[src/hw/rtl/gamepad_input_report_builder_core_macros.svh]
// Assertion helpers shared by the RTL
`ifndef GAMEPAD_INPUT_REPORT_BUILDER_CORE_MACROS_SVH
`define GAMEPAD_INPUT_REPORT_BUILDER_CORE_MACROS_SVH

// same-cycle implication, clocked on clock and off while reset is high
`define GPIRB_ASSERT_IMPLY(label, ante, cons, msg) \
   label: assert property (@(posedge clock) disable iff (reset) (ante) |-> (cons)) \
      else $error(msg);

// next-cycle implication
`define GPIRB_ASSERT_NEXT(label, ante, cons, msg) \
   label: assert property (@(posedge clock) disable iff (reset) (ante) |=> (cons)) \
      else $error(msg);

`endif

[src/hw/rtl/gpirb_pkg.sv]
package gpirb_pkg;

   localparam int REQ_DATA_BITS = 184;
   localparam int RSP_DATA_BITS = 144;

   // input item, last declared field (left_stick_x) in the lowest bits
   typedef struct packed {
      logic [5:0]         pad;
      logic signed [15:0] second_finger_dy;
      logic signed [15:0] second_finger_dx;
      logic signed [15:0] first_finger_dy;
      logic signed [15:0] first_finger_dx;
      logic [17:0]        button_bits;
      logic signed [15:0] right_trigger;
      logic signed [15:0] left_trigger;
      logic signed [15:0] right_stick_y;
      logic signed [15:0] right_stick_x;
      logic signed [15:0] left_stick_y;
      logic signed [15:0] left_stick_x;
   } req_item_type;

   // result item, last declared field (sticks_packed) in the lowest bits
   typedef struct packed {
      logic [23:0] second_finger_xy;
      logic [7:0]  second_finger_id;
      logic [23:0] first_finger_xy;
      logic [7:0]  first_finger_id;
      logic [7:0]  touch_count;
      logic [5:0]  report_count;
      logic [13:0] button_word;
      logic [3:0]  hat_code;
      logic [15:0] triggers_packed;
      logic [31:0] sticks_packed;
   } rsp_item_type;

   // register indexes
   localparam logic CSR_PAD_MAX_X = 1'b0;
   localparam logic CSR_PAD_MAX_Y = 1'b1;

   localparam logic [11:0] PAD_MAX_X_RESET = 12'd1919;
   localparam logic [11:0] PAD_MAX_Y_RESET = 12'd942;

   localparam logic [5:0] SEQ_RESET    = 6'd63;
   localparam logic [7:0] TOUCH_STEP   = 8'd4;
   localparam logic [7:0] ID_ABSENT    = 8'h80;

   localparam logic [3:0] HAT_UP         = 4'd0;
   localparam logic [3:0] HAT_UP_RIGHT   = 4'd1;
   localparam logic [3:0] HAT_RIGHT      = 4'd2;
   localparam logic [3:0] HAT_DOWN_RIGHT = 4'd3;
   localparam logic [3:0] HAT_DOWN       = 4'd4;
   localparam logic [3:0] HAT_DOWN_LEFT  = 4'd5;
   localparam logic [3:0] HAT_LEFT       = 4'd6;
   localparam logic [3:0] HAT_UP_LEFT    = 4'd7;
   localparam logic [3:0] HAT_NONE       = 4'd8;

   // clamp(v + 128, 0, 255) for a stick axis
   function automatic logic [7:0] stick_byte(input logic signed [15:0] v);
      logic signed [16:0] s;
      s = 17'(v) + 17'sd128;
      if (s[16])
         return 8'd0;
      else if (s > 17'sd255)
         return 8'hFF;
      else
         return s[7:0];
   endfunction

   // clamp(v, 0, 255) for a trigger
   function automatic logic [7:0] trigger_byte(input logic signed [15:0] v);
      if (v[15])
         return 8'd0;
      else if (v > 16'sd255)
         return 8'hFF;
      else
         return v[7:0];
   endfunction

endpackage

[src/hw/rtl/gamepad_input_report_builder_core.sv]
// A result is written into the result buffer when its item is accepted.
// Throughput: one item per cycle until both buffer slots hold results; the two-slot
// result buffer keeps req_tready high while one finished result waits on the rsp side.
// Reset (synchronous, active high) loads pad maxima 1919/942, report counter 63,
// touch counter 0, both fingers absent at position 0, and empties the buffer.
`include "gamepad_input_report_builder_core_macros.svh"

module gamepad_input_report_builder_core
   import gpirb_pkg::*;
#(
   parameter int COORD_BITS = 12
) (
   input  logic                     clock,
   input  logic                     reset,
   input  logic                     csr_wen,
   input  logic                     csr_index,
   input  logic [11:0]              csr_wdata,
   input  logic                     req_tvalid,
   output logic                     req_tready,
   // left_stick_x, left_stick_y, right_stick_x, right_stick_y, left_trigger,
   // right_trigger, button_bits[18], first_finger_dx, first_finger_dy,
   // second_finger_dx, second_finger_dy, zero pad[6]
   input  logic [REQ_DATA_BITS-1:0] req_tdata,
   output logic                     rsp_tvalid,
   input  logic                     rsp_tready,
   // sticks_packed[32], triggers_packed[16], hat_code[4], button_word[14],
   // report_count[6], touch_count[8], first_finger_id[8], first_finger_xy[24],
   // second_finger_id[8], second_finger_xy[24]
   output logic [RSP_DATA_BITS-1:0] rsp_tdata
);

   localparam int PackBits = 2 * COORD_BITS;

   logic [11:0]         max_x_ff, max_y_ff;
   logic [5:0]          seq_ff, seq_in;
   logic [7:0]          touch_ff, touch_in;
   logic [7:0]          id_ff [2];
   logic [7:0]          id_in [2];
   logic [23:0]         pos_ff [2];
   logic [23:0]         pos_in [2];
   logic [1:0]          cnt_ff, cnt_in;
   rsp_item_type        slot0_ff, slot0_in, slot1_ff, slot1_in;
   req_item_type        req;
   rsp_item_type        res;
   logic                push, pop;
   logic [1:0]          present;
   logic signed [15:0]  dx [2];
   logic signed [15:0]  dy [2];

   assign req        = req_item_type'(req_tdata);
   assign req_tready = (cnt_ff != 2'd2);
   assign rsp_tvalid = (cnt_ff != 2'd0);
   assign rsp_tdata  = slot0_ff;
   assign push       = req_tvalid && req_tready;
   assign pop        = rsp_tvalid && rsp_tready;

   assign present = req.button_bits[17:16];
   assign dx[0] = req.first_finger_dx;
   assign dy[0] = req.first_finger_dy;
   assign dx[1] = req.second_finger_dx;
   assign dy[1] = req.second_finger_dy;

   // finger tracking, two independent lanes
   always_comb begin
      logic [PackBits-1:0] rd    [2];
      logic [16:0]         bx    [2];
      logic [16:0]         by    [2];
      logic signed [17:0]  sx    [2];
      logic signed [17:0]  sy    [2];
      logic [11:0]         cx12  [2];
      logic [11:0]         cy12  [2];
      logic [PackBits-1:0] pk    [2];
      for (int n = 0; n < 2; n++) begin
         rd[n] = PackBits'(pos_ff[n]);
         if (id_ff[n][7]) begin
            bx[n] = 17'(max_x_ff[11:1]);
            by[n] = 17'(max_y_ff[11:1]);
         end else begin
            bx[n] = 17'(rd[n][COORD_BITS-1:0]);
            by[n] = 17'(rd[n][PackBits-1:COORD_BITS]);
         end
         sx[n] = $signed({1'b0, bx[n]}) + $signed({{2{dx[n][15]}}, dx[n]});
         sy[n] = $signed({1'b0, by[n]}) + $signed({{2{dy[n][15]}}, dy[n]});
         if (sx[n][17])
            cx12[n] = 12'd0;
         else if (sx[n][16:0] > {5'd0, max_x_ff})
            cx12[n] = max_x_ff;
         else
            cx12[n] = sx[n][11:0];
         if (sy[n][17])
            cy12[n] = 12'd0;
         else if (sy[n][16:0] > {5'd0, max_y_ff})
            cy12[n] = max_y_ff;
         else
            cy12[n] = sy[n][11:0];
         pk[n] = {COORD_BITS'(cy12[n]), COORD_BITS'(cx12[n])};
         if (!present[n]) begin
            id_in[n]  = id_ff[n] | ID_ABSENT;
            pos_in[n] = pos_ff[n];
         end else begin
            // a new touch advances the 7-bit id
            id_in[n]  = {1'b0, id_ff[n][6:0] + {6'd0, id_ff[n][7]}};
            pos_in[n] = 24'(pk[n]);
         end
      end
   end

   always_comb begin
      logic [17:0] b;
      b      = req.button_bits;
      seq_in = seq_ff + 6'd1;
      touch_in = (|present) ? touch_ff + TOUCH_STEP : touch_ff;

      res.sticks_packed   = {stick_byte(req.right_stick_y), stick_byte(req.right_stick_x),
                             stick_byte(req.left_stick_y), stick_byte(req.left_stick_x)};
      res.triggers_packed = {trigger_byte(req.right_trigger),
                             trigger_byte(req.left_trigger)};
      // right beats left, down beats up
      if (b[1])
         res.hat_code = b[2] ? HAT_DOWN_RIGHT : (b[0] ? HAT_UP_RIGHT : HAT_RIGHT);
      else if (b[3])
         res.hat_code = b[2] ? HAT_DOWN_LEFT : (b[0] ? HAT_UP_LEFT : HAT_LEFT);
      else if (b[2])
         res.hat_code = HAT_DOWN;
      else if (b[0])
         res.hat_code = HAT_UP;
      else
         res.hat_code = HAT_NONE;
      res.button_word      = {b[15:10], (req.right_trigger != 16'sd0),
                              (req.left_trigger != 16'sd0), b[9:8], b[7:4]};
      res.report_count     = seq_in;
      res.touch_count      = touch_in;
      res.first_finger_id  = id_in[0];
      res.first_finger_xy  = pos_in[0];
      res.second_finger_id = id_in[1];
      res.second_finger_xy = pos_in[1];
   end

   // result buffer: slot0 is the head, slot1 the skid entry
   always_comb begin
      slot0_in = slot0_ff;
      slot1_in = slot1_ff;
      cnt_in   = cnt_ff;
      if (pop && !push) begin
         slot0_in = slot1_ff;
         cnt_in   = cnt_ff - 2'd1;
      end else if (push && !pop) begin
         if (cnt_ff == 2'd0)
            slot0_in = res;
         else
            slot1_in = res;
         cnt_in = cnt_ff + 2'd1;
      end else if (push && pop) begin
         slot0_in = res;
      end
   end

   always_ff @(posedge clock) begin
      slot0_ff <= slot0_in;
      slot1_ff <= slot1_in;
      if (reset) begin
         cnt_ff   <= 2'd0;
         max_x_ff <= PAD_MAX_X_RESET;
         max_y_ff <= PAD_MAX_Y_RESET;
         seq_ff   <= SEQ_RESET;
         touch_ff <= 8'd0;
         for (int n = 0; n < 2; n++) begin
            id_ff[n]  <= ID_ABSENT;
            pos_ff[n] <= 24'd0;
         end
      end else begin
         cnt_ff <= cnt_in;
         if (csr_wen) begin
            case (csr_index)
               CSR_PAD_MAX_X: max_x_ff <= csr_wdata;
               CSR_PAD_MAX_Y: max_y_ff <= csr_wdata;
               default: ;
            endcase
         end
         if (push) begin
            seq_ff   <= seq_in;
            touch_ff <= touch_in;
            for (int n = 0; n < 2; n++) begin
               id_ff[n]  <= id_in[n];
               pos_ff[n] <= pos_in[n];
            end
         end
      end
   end

   `GPIRB_ASSERT_NEXT(a_fill_second_slot, push && !pop && cnt_ff == 2'd1, cnt_ff == 2'd2, "result buffer count did not reach two")
   `GPIRB_ASSERT_NEXT(a_seq_advance, push, seq_ff == 6'($past(seq_ff) + 6'd1), "report counter did not advance on an item")
   `GPIRB_ASSERT_NEXT(a_touch_hold, push && present == 2'b00, touch_ff == $past(touch_ff), "touch counter moved with no finger present")
   `GPIRB_ASSERT_NEXT(a_absent_id, push && !present[0], id_ff[0][7] && pos_ff[0] == $past(pos_ff[0]), "absent first finger not marked or position changed")

endmodule
[config.mk]
export PLATFORM = sky130hd
export DESIGN_NAME = gamepad_input_report_builder_core
export DESIGN_NICKNAME = d
export VERILOG_FILES = /design/src/hw/rtl/gpirb_pkg.sv /design/src/hw/rtl/gamepad_input_report_builder_core.sv
export VERILOG_INCLUDE_DIRS = /design/src /design/src/hw/rtl
export SDC_FILE = /design/constraint.sdc
export NUM_CORES = 1
export LEC_CHECK = 0
export BUFFER_PORTS_ARGS = -buffer_cell sky130_fd_sc_hd__buf_2
export CAP_MARGIN = 10
export CELL_PAD_IN_SITES_DETAIL_PLACEMENT = 0
export CELL_PAD_IN_SITES_GLOBAL_PLACEMENT = 1
export CORE_UTILIZATION = 47
export CTS_BUF_LIST = sky130_fd_sc_hd__clkbuf_4 sky130_fd_sc_hd__clkbuf_8
export DETAILED_ROUTE_END_ITERATION = 6
export PLACE_DENSITY = 0.91
export SETUP_SLACK_MARGIN = 0.02
export SYNTH_ARGS = -nofsm -noshare
export SYNTH_HDL_FRONTEND = slang
export SYNTH_SLANG_ARGS = --single-unit
[constraint.sdc]
create_clock -name clock -period 8.8 [get_ports clock]
set_input_delay 1.32 -clock clock [delete_from_list [all_inputs] [get_ports clock]]
set_output_delay 1.32 -clock clock [all_outputs]
set_load 0.005 [all_outputs]
# [Word level (Yosys, flattened, before mapping)]
# Memories as Yosys holds them, arrays and structs flattened.
# Cells that the tools add are included.
[totals] inputBits=202 ff_bits=328 memories=2 word_cells=130 ramBits=64
[memory_table] name="pos_ff" depth=2 width=24 rd=2 rd_ports_with_merged_regs=0 write_ports=2 line="gamepad_input_report_builder_core.sv:39" rtl="logic [23:0] pos_ff [2];"
[memory_table] name="id_ff" depth=2 width=8 rd=2 rd_ports_with_merged_regs=0 write_ports=2 line="gamepad_input_report_builder_core.sv:37" rtl="logic [7:0] id_ff [2];"
[classes] order_cmp=10 add_sub_neg=14 n_bitwise=7 n_reduce_logical=18 n_eq_ne=2 n_mux=52
[op_table] op="144-bit two-way mux" count=4
[op_table] op="12-bit two-way mux" count=12
[op_table] op="8-bit two-way mux" count=17
[op_table] op="24-bit two-way mux" count=4
[op_table] op="13-bit by 16-bit adder with 17-bit output" count=4
[op_table] op="16-bit by 9-bit adder with 17-bit output, second input constant" count=4
[op_table] op="17-bit by 12-bit greater-than comparator with 1-bit output" count=4
[op_table] op="17-bit by 9-bit greater-than comparator with 1-bit output, second input constant" count=4
[op_table] op="16-bit by 9-bit greater-than comparator with 1-bit output, second input constant" count=2
[op_table] op="16-bit nonzero test" count=2
[op_table] op="4-bit two-way mux" count=4
[op_table] op="7-bit by 1-bit adder with 7-bit output" count=2
[op_table] op="2-bit two-way mux" count=5
[op_table] op="8-bit by 3-bit adder with 8-bit output, second input constant" count=1
[op_table] op="6-bit by 1-bit adder with 6-bit output, second input constant" count=1
[op_table] op="1-bit two-way mux" count=6
[op_table] op="2-bit AND reduction" count=3
[op_table] op="1-bit logical AND" count=5
[op_table] op="1-bit OR" count=4
[op_table] op="2-bit nonzero test" count=2
[op_table] op="3-bit by 2-bit != test with 1-bit output, second input constant" count=1
[op_table] op="1-bit NOT" count=3
[op_table] op="3-bit AND reduction" count=1
[op_table] op="3-bit nonzero test" count=1
[op_table] op="other kinds (6)" count=7

# [Longest topological paths before layout]
[depth] depth_word=9 ltp_mapped=23 ltp_nobuf=20

# [Worst setup path after synthesis]
# Ideal clock, no wire load.
[synth_timing] path_type="input-to-reg" start="in req_tvalid" end="reg slot1_ff[0] in the netlist's numbering (enable)" stages=8 setup_slack_ns=2.214 required_time_ns=8.281 arrival_time_ns=6.066 cell_sequence="nand2_1 buf_1 ha_1 clkbuf_1 inv_2 clkbuf_1 clkbuf_1 and3_1"
[synth_via] elab_chain_len=5 word_cells_on_any_way=6 classes_between="bitwise (1); reduce/logical (5)"
[synth_lines] item="start, declared" line="gamepad_input_report_builder_core.sv:18" rtl="input logic req_tvalid,"
[synth_lines] item="1-bit logical AND (*)" line="gamepad_input_report_builder_core.sv:54" rtl="assign push = req_tvalid && req_tready;"
[synth_lines] item="1-bit zero test" line="gamepad_input_report_builder_core.sv:144" rtl="if (pop && !push) begin"
[synth_lines] item="1-bit logical AND" line="gamepad_input_report_builder_core.sv:144"
[synth_lines] item="1-bit NOT (no line)"
[synth_lines] item="3-bit AND reduction (no line) (*)"
[synth_lines] item="end signal, assigned" line="gamepad_input_report_builder_core.sv:160" rtl="slot1_ff <= slot1_in;"
[synth_lines] item="end, declared" line="gamepad_input_report_builder_core.sv:42" rtl="rsp_item_type slot0_ff, slot0_in, slot1_ff, slot1_in;"
# Every way passes the cells marked *; elsewhere a longest branch is shown, timed or not.
# A chain may end at the register's enable or synchronous reset.

==> run summary <==
The most common flop cell mapped by yosys is sky130_fd_sc_hd__edfxtp_1. Summed over all cells, the static leakage comes to 9.92 nW. The detailed-placement wirelength estimate is 38.2 mm. The ratio of cells with drive above 1 in the final layout is 0.281. The category of the worst setup path launch point is a flop. The die span in y is 212 um.

The average vias per placed instance came out at 5.60. The total power of the final layout came out at 6.40 mW. The time the worst path needs with I/O delays and setup is 6700 ps. The combined global-route utilization of all metal layers is 0.242.

After floorplanning, the core was sized to cover 0.0434 mm^2. The endpoint identified for the worst register-to-register timing path is rsp_tdata[96]$_DFFE_PP_. The flow ran to the end, and the final reports show no timing, DRC or antenna violations. In the final timing run, aggregate negative setup slack is 0 ps. The number of enable flip-flop cells after synthesis is 348. The number of cells produced by synthesis came out at 1782. Among the stages of the critical path, the cell type that occurs most often is sky130_fd_sc_hd__a21oi_1. The critical path is of the reg -> reg type. The number of different library cells in the post-synthesis netlist is 73. The total clock sinks came out at 386. The cell sitting at the root of the clock tree is a sky130_fd_sc_hd__clkbuf_8.

The detailed-route wire length is 54.7 mm. The count of pins over their slew limit is 0. The largest voltage drop on the vdd net is 203 uV.

The post-detailed-route DRC marker count is 0. The global-route wire length before repair is 84.0 mm. The internal power of the cells came out at 4.36 mW. The cts-stage hold buffer count came out at 0. The post-route non-filler standard cell count is 2774. The most critical setup path has its startpoint at id_ff[0][7]$_SDFFCE_PN1P_. The post-layout worst setup margin came out at 2100 ps. The analysis attributes to net switching a power of 2.04 mW. The setup slack at placement came out at 2210 ps. Measured against its own limit, the worst slew margin works out to 0.184.

The initial DRC count is 1161. The number of filler cells placed in the layout is 3660. The storage element area is 0.0112 mm^2.

In this run the number of cells on the critical path is 20. The final net count came out at 2453. The final core utilization came out at 0.563. The worst hold slack is 503 ps. During placement, the flow inserted port buffers numbering 339. In the layout the commonest cells are sky130_fd_sc_hd__edfxtp_1 (348), sky130_fd_sc_hd__buf_2 (339), sky130_fd_sc_hd__nand2_1 (156), sky130_fd_sc_hd__mux2_2 (139), sky130_fd_sc_hd__nor2_1 (125). Of the total power, the share spent switching nets is 0.319. The share of async-settable or async-resettable flops after synthesis came out at 0. The number of synthesized register bits is 386.

The buffering stage count on the worst path with inverters included came out at 2. The cell type group with the largest total delay on the critical path is compound AO/OA/AOI/OAI gates. The first-pass iteration count of the detailed router is 7. The CTS H-tree depth is 3. For this design, the slowest cell found on the critical path is sky130_fd_sc_hd__a311oi_1. The power per cell area came out at 262 mW/mm^2. The clock network latency to the later pin of the worst-skew pair came out at 650 ps. The die extent in x is 212 um. The part of the power in the clock network came out at 0.263. The number of resized instances in the post-cts repair step is 0. The via count of the first global-routing pass is 15200.

The share of synthesized area occupied by flip-flops and latches came out at 0.540. TritonCTS built the clock tree. The timing-limited maximum frequency is 0.149 GHz. At the end of routability-driven placement, the weighted congestion stood at 0.889. The number of top-level design ports came out at 348. Walking the worst path, the cells encountered are buf_4 > mux2_2 > ha_1 > inv_1 > fa_1 > nor2b_1 > o31ai_1 > a21oi_1 > a21oi_1 > xnor2_1 > ha_1 > a21oi_1 > o21ai_0 > nor4_1 > or3_1 > nand3_1 > or3_1 > or2_1 > a311oi_1 > a21oi_1. The floorplan has 76 rows. STA classifies the critical path endpoint as a flop. TritonCTS created 68 clock buffers.

The part of the cycle the worst path needs is 0.761. The initial utilization of the core area, before any placement, comes to 0.479. The routed layout has 15500 vias. After detailed routing, the average wire length per cell comes to 19.7 um.

The number of placed cells counting well taps came out at 2650. In this run the worst hold path is classified as reg -> reg. The worst reg2reg path depth came out at 20. The leading cell type in the layout, fill and taps excluded is sky130_fd_sc_hd__edfxtp_1. For this run the aggregate overflow at the end of global routing stands at 0. The final worst clock skew is 37.6 ps. After clock tree synthesis, the clock-pin slew on the worst setup and hold paths is 60 ps. The share of synthesized area in the top cell type comes to 0.503. At the worst endpoint, the arrival time is 7020 ps.

The portion of total power attributed to sequential cells is 0.454. The slew of the pin with the lowest slew margin is 1220 ps. The required time at the endpoint of the critical path came out at 9120 ps. The number of routed nets with antenna violations came out at 0. Of all cell types, the one taking the most synthesized area is sky130_fd_sc_hd__edfxtp_1. The die outline area came out at 0.0450 mm^2.

The synthesized netlist occupies a cell area of 0.0208 mm^2. Yosys printed 0 warnings. The relative contribution of combinational cells to total power is 0.283. The setup slack on the worst flop-to-flop path came out at 2100 ps.

The placed standard-cell area is 0.0231 mm^2. The maximum buffer depth of the clock tree came out at 3. The count of maximum capacitance violations came out at 0.

The maximum single-stage delay on the critical path came out at 750 ps. Setup repair after global routing left no endpoint under its margin. The final-report setup violation count came out at 0. After clock tree synthesis, the setup repair step added 0 buffers. The top fanout value on the critical path came out at 14. The finished cells cover 0.0244 mm^2. The number of hold-slack violations in the final timing report is 0.

In the final layout, the multi-input gates occupy 0.00903 mm^2. The capturing element of the worst setup path is rsp_tdata[96]$_DFFE_PP_. The worst register-to-register path begins at id_ff[0][7]$_SDFFCE_PN1P_. Compared with the post-synthesis result, the final layout area differs by 17.6%. The post-synthesis area per instance came out at 11.7 um^2.

The largest net degree at the start of global routing came out at 82. By area the synthesized netlist is led by sky130_fd_sc_hd__edfxtp_1 (50%), sky130_fd_sc_hd__mux2_2 (7.5%), sky130_fd_sc_hd__ha_1 (6.7%). The number of antenna violations at the first check in global routing is 3.
## synth_stat cells (all sizes together) (5+ instances only)
cell type and instances:
a211o 13, a211oi 6, a21boi 5, a21o 25, a21oi 79, a22oi 13
a311oi 6, a31oi 35, and2 44, and3 13, buf 11, clkbuf 61
dfxtp 38, edfxtp 348, ha 112, inv 71, mux2 139, mux2i 30
nand2 157, nand2b 19, nand3 36, nand3b 12, nand4 28, nor2 126
nor2b 20, nor3 23, nor3b 11, nor4 13, o211ai 11, o21a 38
o21ai 63, o21bai 7, o2bb2ai 24, o31ai 23, or3 9, xnor2 47
xor2 20
## power groups by stage
stage	Combinational [mW]	Sequential (mW)	Clock [mW]
after floorplan	1.05	3.01	0
after global placement	1.78	2.93	0
after detailed placement	1.82	2.95	0
after CTS	1.84	2.92	1.73
after global routing	2.02	2.96	1.81
final	1.81	2.91	1.68
## flip-flops by register name, indices dropped and copies added (netlist names)
| signal | count |
|---|---|
| rsp_tdata | 142 |
| slot1_ff | 142 |
| pos_ff | 48 |
| id_ff | 16 |
| max_x_ff | 12 |
| max_y_ff | 12 |
| seq_ff | 6 |
| touch_ff | 6 |
| cnt_ff | 2 |
## area by class of cell
cell class / instances / area share
Sequential cell: 386 / 0.459
Multi-Input combinational cell: 1251 / 0.370
Timing Repair Buffer: 354 / 0.0741
Clock buffer: 96 / 0.0472
Tap cell: 585 / 0.0300
Inverter: 74 / 0.0115
Clock inverter: 24 / 0.00799
Antenna cell: 4 / 0.000410
## cells by family (layout without fill, tap and decap cells)
family	count (synthesis)	after routing	share of synthesized area
simple gates	521	521	0.122
xor+xnor	67	67	0.0283
mux	169	169	0.0898
buf+inv	146	548	0.0272
flops	386	386	0.540
compound gates	376	376	0.122
fa+ha+maj	116	116	0.0713
other cells	1	6	0.000181
## tightest hold or removal path, stage by stage, from the launching register on
cell                      delay (ps)
sky130_fd_sc_hd__dfxtp_1         320
sky130_fd_sc_hd__o21ai_0          70
sky130_fd_sc_hd__a21oi_1          60
## routing by layer
layer  track usage  vias to the layer above  share of wire
met5             0                        -        0.00027
met4         0.105                        2          0.033
met3        0.0523                       93          0.069
met2         0.398                      549           0.47
met1         0.307                     7480           0.43
li1              -                     7401              -
## worst min path at each step
stage	to	start	cells after the start
detailed placement	cnt_ff[1]$_SDFFE_PP0P_	cnt_ff[1]$_SDFFE_PP0P_	2
CTS	cnt_ff[1]$_SDFFE_PP0P_	cnt_ff[1]$_SDFFE_PP0P_	2
floorplan	max_y_ff[10]$_SDFFE_PP0P_	max_y_ff[10]$_SDFFE_PP0P_	2
global placement	cnt_ff[1]$_SDFFE_PP0P_	cnt_ff[1]$_SDFFE_PP0P_	2
global route	cnt_ff[1]$_SDFFE_PP0P_	cnt_ff[1]$_SDFFE_PP0P_	2
finish	cnt_ff[1]$_SDFFE_PP0P_	cnt_ff[1]$_SDFFE_PP0P_	2
Power figures use the tool's default switching activity.
